**src/gqg_pkg.sv**
```systemverilog
// ----------------------------------------------------------------------------
// gqg_pkg
// Shared types, codes and helpers for the glyph quad generator.
// ----------------------------------------------------------------------------
package gqg_pkg;

   // Request kinds.
   localparam logic [1:0] KIND_BEGIN = 2'd0;
   localparam logic [1:0] KIND_CHAR  = 2'd1;
   localparam logic [1:0] KIND_TABLE = 2'd2;

   // Glyph table fields; each one is a 16-bit lane of a table entry.
   localparam logic [3:0] FLD_ADVX   = 4'd0;
   localparam logic [3:0] FLD_ADVY   = 4'd1;
   localparam logic [3:0] FLD_WIDTH  = 4'd2;
   localparam logic [3:0] FLD_HEIGHT = 4'd3;
   localparam logic [3:0] FLD_LEFT   = 4'd4;
   localparam logic [3:0] FLD_TOP    = 4'd5;
   localparam logic [3:0] FLD_USTART = 4'd6;
   localparam logic [3:0] FLD_UEND   = 4'd7;
   localparam logic [3:0] FLD_VEND   = 4'd8;

   localparam int LANE_W      = 16;
   localparam int FIELD_COUNT = 9;
   localparam int ENTRY_W     = LANE_W * FIELD_COUNT;

   // Register indexes of the configuration port.
   localparam logic CSR_SCALE_X = 1'b0;
   localparam logic CSR_SCALE_Y = 1'b1;

   localparam logic [31:0] SCALE_ONE = 32'h0001_0000;

   // Product and sum widths of the position arithmetic.
   localparam int SPROD_W = 49;   // signed 16 x unsigned 32
   localparam int PROD_W  = 48;   // unsigned 16 x unsigned 32
   localparam int POS_W   = 50;   // pen plus signed product
   localparam int SUM_W   = 51;   // position plus unsigned product

   // Lane order matches the field codes: advx in the low lane.
   typedef struct packed {
      logic [15:0] v_end;
      logic [15:0] u_end;
      logic [15:0] u_start;
      logic [15:0] top;
      logic [15:0] left;
      logic [15:0] height;
      logic [15:0] width;
      logic [15:0] adv_y;
      logic [15:0] adv_x;
   } glyph_type;

   // Request handed from the front end to the geometry pipeline.
   typedef struct packed {
      logic               load;
      logic               is_begin;
      logic signed [31:0] origin_x;
      logic signed [31:0] origin_y;
   } stage_in_type;

   // One quad ready for corner emission.
   typedef struct packed {
      logic signed [POS_W-1:0] left_x;
      logic signed [POS_W-1:0] top_y;
      logic [PROD_W-1:0]       width_x;
      logic [PROD_W-1:0]       height_y;
      logic [15:0]             u_start;
      logic [15:0]             u_end;
      logic [15:0]             v_end;
   } quad_type;

   localparam logic signed [SUM_W-1:0] SAT_HI = {{(SUM_W-31){1'b0}}, {31{1'b1}}};
   localparam logic signed [SUM_W-1:0] SAT_LO = {{(SUM_W-31){1'b1}}, {31{1'b0}}};

   function automatic logic signed [31:0] sat32(input logic signed [SUM_W-1:0] v);
      logic signed [31:0] r;
      if (v > SAT_HI) begin
         r = 32'sh7FFF_FFFF;
      end else if (v < SAT_LO) begin
         r = 32'sh8000_0000;
      end else begin
         r = v[31:0];
      end
      return r;
   endfunction

endpackage

```
**src/gqg_corner_emit.sv**
```systemverilog
// ----------------------------------------------------------------------------
// gqg_corner_emit
// Holds one quad and sends its four corners through the response register.
// ----------------------------------------------------------------------------
module gqg_corner_emit (
   input  logic               clock,
   input  logic               reset,
   input  logic               quad_valid,
   output logic               quad_ready,
   input  gqg_pkg::quad_type  quad,
   output logic               rsp_valid,
   input  logic               rsp_stall,
   output logic signed [31:0] rsp_vertex_x,
   output logic signed [31:0] rsp_vertex_y,
   output logic [15:0]        rsp_tex_u,
   output logic [15:0]        rsp_tex_v,
   output logic [1:0]         rsp_corner,
   output logic               rsp_last_corner
);
   import gqg_pkg::*;

   quad_type q_ff;
   logic     qv_ff;
   logic [1:0] cnt_ff;

   logic               rv_ff;
   logic signed [31:0] x_ff;
   logic signed [31:0] y_ff;
   logic [15:0]        u_ff;
   logic [15:0]        v_ff;
   logic [1:0]         corner_ff;
   logic               last_ff;

   logic out_free;
   logic emit;
   logic last_emit;
   logic load;
   logic right;
   logic bottom;
   logic signed [SUM_W-1:0] x_off;
   logic signed [SUM_W-1:0] y_off;
   logic signed [SUM_W-1:0] x_sum;
   logic signed [SUM_W-1:0] y_sum;

   assign out_free   = !rv_ff || !rsp_stall;
   assign emit       = qv_ff && out_free;
   assign last_emit  = emit && (cnt_ff == 2'd3);
   assign quad_ready = !qv_ff || last_emit;
   assign load       = quad_valid && quad_ready;

   // Corner code bit 0 selects the right edge, bit 1 the bottom edge.
   always_comb begin
      right  = cnt_ff[0];
      bottom = cnt_ff[1];
      x_off  = right  ? SUM_W'(q_ff.width_x)  : '0;
      y_off  = bottom ? SUM_W'(q_ff.height_y) : '0;
      x_sum  = SUM_W'(q_ff.left_x) + x_off;
      y_sum  = SUM_W'(q_ff.top_y) - y_off;
   end

   always_ff @(posedge clock) begin
      if (load) begin
         q_ff <= quad;
      end
      if (emit) begin
         x_ff      <= sat32(x_sum);
         y_ff      <= sat32(y_sum);
         u_ff      <= right  ? q_ff.u_end : q_ff.u_start;
         v_ff      <= bottom ? q_ff.v_end : '0;
         corner_ff <= cnt_ff;
         last_ff   <= (cnt_ff == 2'd3);
      end
   end

   always_ff @(posedge clock) begin
      if (reset) begin
         qv_ff  <= 1'b0;
         cnt_ff <= '0;
         rv_ff  <= 1'b0;
      end else begin
         if (load) begin
            qv_ff  <= 1'b1;
            cnt_ff <= '0;
         end else begin
            if (last_emit) begin
               qv_ff <= 1'b0;
            end
            if (emit) begin
               cnt_ff <= cnt_ff + 2'd1;
            end
         end
         if (emit) begin
            rv_ff <= 1'b1;
         end else if (!rsp_stall) begin
            rv_ff <= 1'b0;
         end
      end
   end

   assign rsp_valid       = rv_ff;
   assign rsp_vertex_x    = x_ff;
   assign rsp_vertex_y    = y_ff;
   assign rsp_tex_u       = u_ff;
   assign rsp_tex_v       = v_ff;
   assign rsp_corner      = corner_ff;
   assign rsp_last_corner = last_ff;

   // The corner counter only runs while a quad is held.
   a_count_has_quad: assert property (@(posedge clock) disable iff (reset)
      (cnt_ff != 2'd0) |-> qv_ff)
      else $error("corner counter running without a quad");

   // A quad stays until its bottom-right corner has gone out.
   a_quad_stays: assert property (@(posedge clock) disable iff (reset)
      (emit && (cnt_ff != 2'd3)) |=> qv_ff)
      else $error("quad dropped before its last corner");

endmodule

```
**config.mk**
```make
export PLATFORM = sky130hd
export DESIGN_NAME = gqg_corner_emit
export DESIGN_NICKNAME = d
export VERILOG_FILES = /design/src/gqg_pkg.sv /design/src/gqg_corner_emit.sv
export SDC_FILE = /design/constraint.sdc
export NUM_CORES = 1
export LEC_CHECK = 0
export ABC_CLOCK_PERIOD_IN_PS = 18150
export BUFFER_PORTS_ARGS = -buffer_cell sky130_fd_sc_hd__buf_4
export CORE_MARGIN = 2
export CORE_UTILIZATION = 45
export DETAILED_ROUTE_END_ITERATION = 10
export PLACE_DENSITY = 0.63
export SYNTH_ARGS = -nofsm -noshare
export SYNTH_HDL_FRONTEND = slang
export SYNTH_SLANG_ARGS = --single-unit
```
**constraint.sdc**
```tcl
create_clock -name clock -period 18.15 [get_ports clock]
set_clock_uncertainty 0.05 [all_clocks]
set_input_delay 0.9075 -clock clock [delete_from_list [all_inputs] [get_ports clock]]
set_output_delay 0.9075 -clock clock [all_outputs]
set_load 0.05 [all_outputs]
```
# After elaboration in Yosys (flattened, before gate mapping)
# Cells that the tools add are included.
[totals]
regBits = 347
input_bits = 248
out_inout_bits = 101
elab_cells = 44
[op_classes]
addsub = 3
magnitude_cmp = 4
n_eq_ne = 2
mux = 9
reduce_logical = 10
[ops]
columns = ["op", "count"]
rows = [
  ["$gt A51 B32 Y1 const B", 2],
  ["$lt A51 B32 Y1 const B", 2],
  ["$mux W48", 2],
  ["$mux W32", 2],
  ["$add A50 B49 Y51", 1],
  ["$sub A50 B49 Y51", 1],
  ["$mux W16", 1],
  ["$mux W1", 4],
  ["$logic_and A1 B1 Y1", 3],
  ["$logic_not A1 Y1", 3],
  ["$add A2 B1 Y2 const B", 1],
  ["$eq A2 B2 Y1 const B", 1],
  ["$logic_or A1 B1 Y1", 2],
  ["$ne A2 B1 Y1 const B", 1],
  ["$reduce_bool A2 Y1", 1],
  ["$reduce_or A2 Y1", 1],
]

# Longest topological paths before layout
# Gate-level depths: netlist (run 1).
[logic_depth]
word_depth = 7
mapped_depth = 18
ltp_nobuf = 14

# Least setup slack after synthesis (run 1)
# OpenSTA, ideal clock, no wires.
[synth_path]
path_type = "input -> register"
startpoint = "in rsp_stall"
endpoint = "reg cnt_ff[0]"
setup_time_ns = 0.133
arrival_ns = 14.065
t_required_ns = 17.967
setup_slack_ns = 3.901
stages = 5
n_path_buf = 0
cell_sequence = "nand2_1 nand2_1 a21oi_1 or2_2 nor2_1"
[synth_between]
elab_chain_len = 7
[synth_lines]
columns = ["element", "line_no", "rtl"]
rows = [
  ["start, declared", "gqg_corner_emit.sv:12", "input logic rsp_stall,"],
  ["$logic_not A1 Y1", "--", ""],
  ["$logic_or A1 B1 Y1", "gqg_corner_emit.sv:45", "assign out_free = !rv_ff || !rsp_stall;"],
  ["$logic_and A1 B1 Y1", "gqg_corner_emit.sv:46", "assign emit = qv_ff && out_free;"],
  ["$logic_and A1 B1 Y1", "gqg_corner_emit.sv:47", "assign last_emit = emit && (cnt_ff == 2'd3);"],
  ["$logic_or A1 B1 Y1", "gqg_corner_emit.sv:48", "assign quad_ready = !qv_ff || last_emit;"],
  ["$logic_and A1 B1 Y1", "gqg_corner_emit.sv:49", "assign load = quad_valid && quad_ready;"],
  ["named net load", "gqg_corner_emit.sv:37", "logic load;"],
  ["$reduce_or A2 Y1 (no line)", "--", ""],
  ["end signal, assigned", "gqg_corner_emit.sv:89", "cnt_ff <= cnt_ff + 2'd1;"],
  ["end, declared", "gqg_corner_emit.sv:24", "logic [1:0] cnt_ff;"],
]
# The timed path passes the listed nets, and every way through them passes these cells.
# A chain may end at the register's enable or synchronous reset.

# Final worst setup path (run 1)
[layout_path]
startpoint = "reg cnt_ff[0]"
endpoint = "reg x_ff[0] (netlist: rsp_vertex_x[0]) (data pin)"
[layout_between]
elab_chain_len = 4
elab_cells_between_ends = 5
cone_classes = "1 x add/sub; 2 x order compare; 2 x mux"
[layout_lines]
columns = ["element", "line_no", "rtl"]
rows = [
  ["$mux W48 (*)", "gqg_corner_emit.sv:55", "x_off = right ? SUM_W'(q_ff.width_x) : '0;"],
  ["$add A50 B49 Y51 (*)", "gqg_corner_emit.sv:57", "x_sum = SUM_W'(q_ff.left_x) + x_off;"],
  ["$lt A51 B32 Y1", "gqg_pkg.sv:78", "end else if (v < SAT_LO) begin"],
  ["$mux W32", "gqg_pkg.sv:78", ""],
  ["end signal, assigned", "gqg_corner_emit.sv:66", "x_ff <= sat32(x_sum);"],
  ["end, declared", "gqg_corner_emit.sv:27", "logic signed [31:0] x_ff;"],
]
# Mark *: on every way between the ends. The rest lies on a longest branch, timed or not.

==> results of run 1 <==
cell families (layout without fill, tap and decap cells):
kind of cell             count (synthesis)  count (layout)  share of synthesized area [%]
buffers and inverters                  128             464                           3.02
XOR/XNOR                                80              80                           3.59
adder cells (fa/ha/maj)                101             101                           6.55
other                                    0               5                              0
multiplexers                            22              22                           1.24
AND/OR/NAND/NOR                        568             568                           15.2
flip-flops                             347             347                           53.2
AO/OA/AOI/OAI                          443             443                           17.3
layout by cell type (no fill, tap or decap), types with 11 or more instances in the layout:
| cell type | instances |
|---|---|
| o21ai_0 | 59 |
| edfxtp_1 | 343 |
| o21bai_1 | 14 |
| buf_4 | 365 |
| o221ai_2 | 34 |
| o211ai_1 | 47 |
| o21a_1 | 21 |
| ha_1 | 99 |
| o21ai_1 | 14 |
| or3_1 | 11 |
| clkbuf_16 | 39 |
| nor2_1 | 66 |
| and2_1 | 74 |
| a211oi_1 | 14 |
| mux2_2 | 17 |
| xnor2_1 | 45 |
| xor2_1 | 35 |
| inv_1 | 33 |
| nand2_1 | 203 |
| nand3_1 | 28 |
| nand4_1 | 68 |
| or4_1 | 38 |
| a21oi_1 | 114 |
| nor3_1 | 28 |
| a21o_1 | 34 |
worst reg2reg max path: stages, from the launching register on:
cell and delay [ps]:
dfxtp_2 770, buf_4 440, and2_1 190, ha_1 180
inv_1 70, fa_1 400, and2b_4 290, o2111ai_4 140
a2111oi_4 520, o31ai_4 150, nand2_1 120, mux2_2 350
a2111oi_2 360, nand4_1 200, o41ai_4 300, buf_4 470
o221ai_1 230
stage by stage:
| step | instance area, µm² | utilization, % | hold slack, ps | std cells |
|---|---|---|---|---|
| 5_1_grt | 23700 | 55.2 | 447 | 2614 |
| 3_3_place_gp | 22600 | 52.5 | 452 | 2544 |
| 6_report | 23700 | 55.2 | 465 | 2615 |
| 4_1_cts | 23700 | 55.2 | 431 | 2610 |
| 3_5_place_dp | 22600 | 52.5 | 463 | 2544 |
| 2_1_floorplan | 19500 | - | 402 | 1689 |
worst max-delay path by stage:
stage,to,slack (ps)
final,rsp_vertex_x[0],12650
after global routing,rsp_vertex_x[0],12230
after CTS,rsp_vertex_x[0],12560
after detailed placement,rsp_vertex_x[0],12600
after global placement,rsp_vertex_x[0],12730
after floorplan,cnt_ff[0],3900
sequential cells by signal (all words and copies together), names as in the netlist:
name and flops:
rsp_vertex_y 32, q_ff 244, rsp_last_corner 1, rsp_tex_v 16, cnt_ff 2, rsp_vertex_x 32
rsp_corner 2, rsp_valid 1, rsp_tex_u 16, qv_ff 1
power groups by stage:
stage / Combinational, W / Sequential, W / Clock [W]
after detailed placement: 0.000373 / 0.000976 / 0
after CTS: 0.000374 / 0.000960 / 0.000751
after floorplan: 0.000197 / 0.00104 / 0
after global routing: 0.000405 / 0.000964 / 0.000779
after global placement: 0.000370 / 0.000976 / 0
final: 0.000374 / 0.000959 / 0.000732
routing by layer:
layer  wire, µm  GRT usage, %  part of all wire (%)
met4       2470          11.3                   4.7
met5         35             0                 0.067
met3       2440          3.68                   4.6
met2      26300          40.2                    50
met1      21400          28.1                    41
cell type report:
cell class	instances	area (µm²)
multi-input combinational	1214	8600
tap	585	732
antenna	5	12.5
sequential	347	10400
clock inverter	19	141
timing repair buffer	365	2740
inverter	33	124
fill	3749	19200
clock buffer	47	1010
==> impl_metrics.env, run 1 <==
export IMPL_cp_data_arrival_time_ps=5710
export IMPL_cp_max_fo=39
export IMPL_cts_resized=0
export IMPL_die_w_um=212
export IMPL_crit_path_max_incr_delay_ps=770
export IMPL_grt_overflow_total=0
export IMPL_period_share_pct=30.3
export IMPL_dr_first_iter_drc_count=951
export IMPL_worstMarginPinSlew_ps=1170
export IMPL_area_growth_pct=21.5
export IMPL_synth_edf_count=343
export IMPL_layout_drive_gt1_share_pct=25.6
export IMPL_slew_viol_final=0
export IMPL_grt_pass1_vias=14800
export IMPL_root_buffer="clkbuf_16"
export IMPL_postCtsHoldBufs=0
export IMPL_cpMostUsedCell="buf_4"
export IMPL_syn_area_mm2=0.0195
export IMPL_dieArea_mm2=0.0451
export IMPL_seqPwrFrac_pct=46.4
export IMPL_p_int_w=0.00150
export IMPL_required_ps=18360
export IMPL_synthDominantCellAreaShare_pct=52.7
export IMPL_outcome="completed"
export IMPL_antenna_found_initial=8
export IMPL_row_count=76
export IMPL_ys_ff_latch=347
export IMPL_synth_largest_area_cell="edfxtp_1"
export IMPL_cts_sinks=347
export IMPL_wl_per_cell_um=20.1
export IMPL_synthCells=1689
export IMPL_clk_latency_ps=570
export IMPL_crit_start="cnt_ff[0]"
export IMPL_grt_max_degree=83
export IMPL_yosysSeqAreaShare_pct=53.2
export IMPL_yosys_warnings=0
export IMPL_ys_types=96
export IMPL_finalWirelength_um=52600
export IMPL_fin_nets=2348
export IMPL_routabilityCongestion=0.912
export IMPL_switching_share_pct=27.5
export IMPL_synth_nets=2038
export IMPL_reg2reg_from="cnt_ff[0]"
export IMPL_clk_pin_slew_ps=60
export IMPL_final_hold_viol_count=0
export IMPL_critPathSlowestCell="dfxtp_2"
export IMPL_numPortBuffers=348
export IMPL_pwr_share_comb_pct=18.1
export IMPL_min_to="q_ff[111]"
export IMPL_r2r_slack_ps=12650
export IMPL_hold_depth=1
export IMPL_grt_total_usage_pct=23.1
export IMPL_layout_min_cycle_time_ps=5500
export IMPL_rr_endpoint="rsp_vertex_x[0]"
export IMPL_maxCapViolations=0
export IMPL_hold_path_startpoint="quad[111]"
export IMPL_dpl_hpwl_um=39600
export IMPL_start_util_pct=45.4
export IMPL_crit_type="reg2reg"
export IMPL_postSynth_asyncResetShare_pct=0
export IMPL_cp_num_buf_inv=3
export IMPL_vias_per_cell=5.65
export IMPL_antenna_left=0
export IMPL_first_pass_iters=5
export IMPL_tns_ps=0
export IMPL_synth_main_ff_cell="edfxtp_1"
export IMPL_p_switching_w=0.000568
export IMPL_ir_drop_mv=0.0762
export IMPL_postCtsSetupRepairBufs=0
export IMPL_htree_levels=2
export IMPL_grt_pass1_wl_um=80800
export IMPL_power_leakage_nw=8.77
export IMPL_crit_cells=16
export IMPL_setup_viol=0
export IMPL_yosysMostFrequentCell="edfxtp_1"
export IMPL_power_density_mw_per_mm2=87.0
export IMPL_ff2ff_path_depth=16
export IMPL_max_freq_ghz=0.182
export IMPL_path_delay_family="compound AO/OA/AOI/OAI gates"
export IMPL_cts_tree="built"
export IMPL_avgSynthCellArea_um2=11.6
export IMPL_rsz0062_at_grt="false"
export IMPL_clkPwrFrac_pct=35.4
export IMPL_startpoint_type="flop"
export IMPL_drcViolationCount=0
export IMPL_layout_setup_ws_ps=12650
export IMPL_max_slew_margin_pct=21.8
export IMPL_synthTopCellsByCount="edfxtp_1 (343), nand2_1 (203), a21oi_1 (115), ha_1 (99), and2_1 (75)"
export IMPL_cts_buffer_depth=3
export IMPL_pin_count=349
export IMPL_fp_dieH_um=212
export IMPL_core_area_mm2=0.0430
export IMPL_via_count=14800
export IMPL_crit_chain="buf_4, and2_1, ha_1, inv_1, fa_1, and2b_4, o2111ai_4, a2111oi_4, o31ai_4, nand2_1, mux2_2, a2111oi_2, nand4_1, o41ai_4, buf_4, o221ai_1"
export IMPL_synthTopCellsByArea="edfxtp_1 (53%), ha_1 (6.3%), nand2_1 (3.9%)"
export IMPL_p_total_w=0.00207
export IMPL_cts_buffers=38
export IMPL_dp_worst_setup_slack_ps=12600
export IMPL_end_kind="flop"
export IMPL_hp_class="in2reg"
No activity file was read; power rests on OpenSTA's default activity.
==> inputs of run 2 (changes only) <==
--- a/config.mk
+++ b/config.mk
@@ -5,7 +5,7 @@
 export SDC_FILE = /design/constraint.sdc
 export NUM_CORES = 1
 export LEC_CHECK = 0
-export ABC_CLOCK_PERIOD_IN_PS = 18150
+export ABC_CLOCK_PERIOD_IN_PS = 5300
 export BUFFER_PORTS_ARGS = -buffer_cell sky130_fd_sc_hd__buf_4
 export CORE_MARGIN = 2
 export CORE_UTILIZATION = 45
==> constraint.sdc (replaced) <==
create_clock -name clock -period 5.3 [get_ports clock]
set_clock_uncertainty 0.05 [all_clocks]
set_input_delay 0.265 -clock clock [delete_from_list [all_inputs] [get_ports clock]]
set_output_delay 0.265 -clock clock [all_outputs]
set_load 0.05 [all_outputs]
==> impl_metrics.env, run 2 (synthesis results as in run 1) <==
export IMPL_period_share_pct=89.6
export IMPL_grt_pass1_wl_um=86900
export IMPL_rsz0062_at_grt="false"
export IMPL_die_w_um=212
export IMPL_power_density_mw_per_mm2=281
export IMPL_wl_per_cell_um=19.6
export IMPL_antenna_left=0
export IMPL_cts_resized=0
export IMPL_max_freq_ghz=0.211
export IMPL_hp_class="in2reg"
export IMPL_fp_dieH_um=212
export IMPL_final_cell_mix="buf_4 (373), edfxtp_1 (343), dlygate4sd3_1 (247), nand2_1 (202), a21oi_1 (114)"
export IMPL_cp_max_fo=34
export IMPL_clk_pin_slew_ps=60
export IMPL_dpl_hpwl_um=39700
export IMPL_end_kind="flop"
export IMPL_crit_type="reg2reg"
export IMPL_row_count=76
export IMPL_worstMarginPinSlew_ps=995
export IMPL_grt_pass1_vias=16200
export IMPL_numPortBuffers=348
export IMPL_max_slew_margin_pct=33.7
export IMPL_via_count=16000
export IMPL_final_common_cell="buf_4"
export IMPL_cts_buffer_depth=3
export IMPL_largest_reg_flops=244
export IMPL_fin_cells=2874
export IMPL_regArea_mm2=0.0104
export IMPL_root_buffer="clkbuf_16"
export IMPL_fin_nets=2607
export IMPL_p_total_w=0.00742
export IMPL_slew_viol_final=0
export IMPL_grt_total_usage_pct=24.6
export IMPL_holdWs_ps=152
export IMPL_outcome="completed"
export IMPL_top_register="q_ff"
export IMPL_start_util_pct=45.4
export IMPL_grt_max_degree=181
export IMPL_htree_levels=2
export IMPL_grt_overflow_total=0
export IMPL_layout_drive_gt1_share_pct=23.5
export IMPL_clk_latency_ps=570
export IMPL_routabilityCongestion=0.942
export IMPL_drcViolationCount=0
export IMPL_required_ps=5650
export IMPL_pin_count=349
export IMPL_startpoint_type="flop"
export IMPL_vias_per_cell=5.55
export IMPL_layout_min_cycle_time_ps=4750
export IMPL_cts_sinks=347
export IMPL_final_hold_viol_count=0
export IMPL_tns_ps=0
export IMPL_dp_cells=2555
export IMPL_power_leakage_nw=9.90
export IMPL_postCtsSetupRepairBufs=0
export IMPL_antenna_found_initial=6
export IMPL_finalWirelength_um=56300
export IMPL_cp_data_arrival_time_ps=5090
export IMPL_setup_viol=0
export IMPL_cts_tree="built"
export IMPL_multi_input_area_mm2=0.00860
export IMPL_area_growth_pct=35.4
export IMPL_nFillCells=3452
export IMPL_dr_first_iter_drc_count=1309
export IMPL_ir_drop_mv=0.254
export IMPL_dieArea_mm2=0.0451
export IMPL_cts_buffers=39
export IMPL_first_pass_iters=6
export IMPL_maxCapViolations=0
export IMPL_core_area_mm2=0.0430
[run 2: worst paths after layout]
kind	start	endpoint	slack, ps	cells past startpoint
hold reg to reg	q_ff[2]	rsp_tex_v[2]	470	1
hold / removal	rsp_stall	qv_ff	150	5
setup reg to reg	cnt_ff[0]	rsp_vertex_x[0]	550	13
setup / recovery	cnt_ff[0]	rsp_vertex_x[0]	550	13
[run 2: cell type report]
type / count / share of cell area, %
Multi-Input combinational cell: 1214 / 32.6
Timing Repair Buffer: 623 / 20.2
Tap cell: 585 / 2.77
Antenna cell: 5 / 0.0473
Clock inverter: 16 / 0.668
Inverter: 33 / 0.469
Sequential cell: 347 / 39.3
Clock buffer: 51 / 4.02
[run 2: routing by layer]
layer	vias up	share of wire [%]	GRT usage [%]	wire length (µm)
met5	-	0.057	0	32
met3	145	5.1	3.86	2850
met1	7601	40	29.6	22300
met4	6	4.2	10.7	2360
li1	7672	-	-	-
met2	537	51	43.7	28800
[run 2: per-stage QoR]
step / setup slack, ps / instance area, µm² / util (%)
6_report: 552 / 26400 / 61.5
5_1_grt: 210 / 26400 / 61.5
4_1_cts: 514 / 26400 / 61.5
3_5_place_dp: 542 / 22700 / 52.8
3_3_place_gp: 645 / 22700 / 52.8
2_1_floorplan: -10.3 / 19500 / -
[run 2: repair_timing]
item | in CTS | in global routing
hold buffers | 247 | 0
setup endpoints to repair | 0 | 0
hold endpoints to repair | 248 | 0
[run 2: power breakdown]
| part | internal (W) | leakage [nW] | switching (W) |
|---|---|---|---|
| Clock | 0.00156 | 0.594 | 0.00112 |
| Sequential | 0.00322 | 3.29 | 0.0000581 |
| Combinational | 0.000594 | 6.01 | 0.000862 |
| Total | 0.00538 | 9.90 | 0.00204 |
[run 2: critical path, cell delays in order (launching register included)]
cell and delay (ps):
dfxtp_2 480, buf_4 330, and2_1 180, ha_1 320
a21oi_1 260, o21ai_0 160, a221oi_1 510, nand4_1 340
a21oi_1 300, xor2_1 110, or4_1 460, or4_1 520
buf_4 300, o221ai_1 230
==> inputs of run 3 (changes only) <==
--- a/config.mk
+++ b/config.mk
@@ -10,7 +10,7 @@
 export CORE_MARGIN = 2
 export CORE_UTILIZATION = 45
 export DETAILED_ROUTE_END_ITERATION = 10
-export PLACE_DENSITY = 0.63
+export PLACE_DENSITY = 0.76
 export SYNTH_ARGS = -nofsm -noshare
 export SYNTH_HDL_FRONTEND = slang
 export SYNTH_SLANG_ARGS = --single-unit
==> impl_metrics.env, run 3 (synthesis results as in run 1) <==
export IMPL_outcome="completed"
export IMPL_top_register="q_ff"
export IMPL_maxCapViolations=0
export IMPL_largest_reg_flops=244
export IMPL_period_share_pct=93.0
export IMPL_crit_path_max_incr_delay_ps=720
export IMPL_final_common_cell="buf_4"
export IMPL_final_cell_mix="buf_4 (362), edfxtp_1 (343), dlygate4sd3_1 (247), nand2_1 (202), a21oi_1 (114)"
export IMPL_root_buffer="clkbuf_16"
export IMPL_holdWs_ps=229
export IMPL_max_slew_margin_pct=21.6
export IMPL_grt_overflow_total=0
export IMPL_slew_viol_final=0
export IMPL_postPlaceCellArea_mm2=0.0227
export IMPL_required_ps=5480
export IMPL_setup_viol=0
export IMPL_r2r_slack_ps=370
export IMPL_layout_setup_ws_ps=374
export IMPL_die_w_um=212
export IMPL_tns_ps=0
export IMPL_crit_chain="buf_12, nand2_1, ha_1, a21o_1, a31oi_1, a2111oi_1, buf_4, o2111a_1, a2111oi_0, nor2_1, nor4_1, nand4_1, nor4_4, buf_12, o211ai_1"
export IMPL_core_area_mm2=0.0430
export IMPL_cp_data_arrival_time_ps=5100
export IMPL_hp_class="in2reg"
export IMPL_grt_pass1_wl_um=88500
export IMPL_switching_share_pct=27.5
export IMPL_grt_total_usage_pct=25.2
export IMPL_clk_pin_slew_ps=60
export IMPL_clkPwrFrac_pct=37.4
export IMPL_grt_max_degree=141
export IMPL_grt_pass1_vias=16300
export IMPL_max_freq_ghz=0.203
export IMPL_via_count=16200
export IMPL_dpl_hpwl_um=39200
export IMPL_start_util_pct=45.4
export IMPL_cts_buffers=40
export IMPL_cp_max_fo=46
export IMPL_critPathSlowestCell="a2111oi_0"
export IMPL_startpoint_type="flop"
export IMPL_crit_type="reg2reg"
export IMPL_row_count=76
export IMPL_cpMostUsedCell="buf_12"
export IMPL_antenna_left=0
export IMPL_drcViolationCount=0
export IMPL_dp_worst_setup_slack_ps=475
export IMPL_power_density_mw_per_mm2=286
export IMPL_fp_dieH_um=212
export IMPL_routabilityCongestion=0.947
export IMPL_p_int_w=0.00550
export IMPL_ir_drop_mv=0.284
export IMPL_layout_drive_gt1_share_pct=23.4
export IMPL_postCtsSetupRepairBufs=0
export IMPL_cts_tree="built"
export IMPL_p_switching_w=0.00208
export IMPL_seqPwrFrac_pct=43.3
export IMPL_power_leakage_nw=9.90
export IMPL_p_total_w=0.00758
export IMPL_wl_per_cell_um=20.3
export IMPL_dieArea_mm2=0.0451
export IMPL_end_kind="flop"
export IMPL_pin_count=349
export IMPL_fin_nets=2599
export IMPL_final_hold_viol_count=0
export IMPL_antenna_found_initial=4
export IMPL_worstMarginPinSlew_ps=1170
export IMPL_finalWirelength_um=58200
export IMPL_htree_levels=2
export IMPL_cts_sinks=347
export IMPL_dr_first_iter_drc_count=1298
export IMPL_fin_area_mm2=0.0265
export IMPL_cts_buffer_depth=3
export IMPL_vias_per_cell=5.65
export IMPL_area_growth_pct=35.7
export IMPL_layout_min_cycle_time_ps=4930
export IMPL_pwr_share_comb_pct=19.3
export IMPL_first_pass_iters=5
export IMPL_clk_latency_ps=570
export IMPL_numPortBuffers=348
export IMPL_rsz0062_at_grt="false"
-- run 3: routing by layer --
layer / part of all wire (%) / global-route usage (%) / vias to the layer above
met5: 0.012 / 0 / -
met4: 4.4 / 11.2 / 2
li1: - / - / 7664
met1: 39 / 29.4 / 7799
met3: 5.0 / 3.57 / 163
met2: 52 / 45.8 / 577
-- run 3: area by class of cell --
| class | instances | area [µm²] |
|---|---|---|
| Timing Repair Buffer | 614 | 5290 |
| Clock inverter | 30 | 330 |
| Clock buffer | 43 | 1010 |
| Antenna cell | 4 | 10.0 |
| Inverter | 33 | 124 |
| Sequential cell | 347 | 10400 |
| Fill cell | 3292 | 16500 |
| Multi-Input combinational cell | 1214 | 8600 |
| Tap cell | 585 | 732 |
-- run 3: path summary, 6_finish.rpt --
| kind | depth (start not counted) | end | start |
|---|---|---|---|
| worst min register to register | 1 | rsp_tex_v[13] | q_ff[13] |
| worst max-delay path | 15 | rsp_vertex_y[25] | cnt_ff[1] |
| worst max register to register | 15 | rsp_vertex_y[25] | cnt_ff[1] |
| worst min-delay path | 5 | qv_ff | rsp_stall |
-- run 3: stage by stage --
| stage | util [%] | instances |
|---|---|---|
| floorplan | - | 1689 |
| global placement | 52.7 | 2546 |
| detailed placement | 52.7 | 2546 |
| CTS | 61.6 | 2866 |
| global route | 61.6 | 2868 |
| finish | 61.6 | 2870 |
-- run 3: power groups by stage --
stage	sequential, W	clock [W]	combinational [W]
detailed placement	0.00334	0	0.00129
global route	0.00330	0.00299	0.00157
finish	0.00329	0.00284	0.00146
global placement	0.00334	0	0.00127
CTS	0.00328	0.00287	0.00144
floorplan	0.00351	0	0.000676
-- run 3: worst max-delay path: cells and delay by family (launching register included) --
family	cells	cell delay, ps
buf+inv	3	690
compound gates	6	1720
fa+ha+maj	1	370
flops	1	580
simple gates	5	1130
-- run 3: timing repair --
action                    CTS  global route
gates resized for setup     0             0
hold endpoints to repair  248             0
hold buffers              247             0
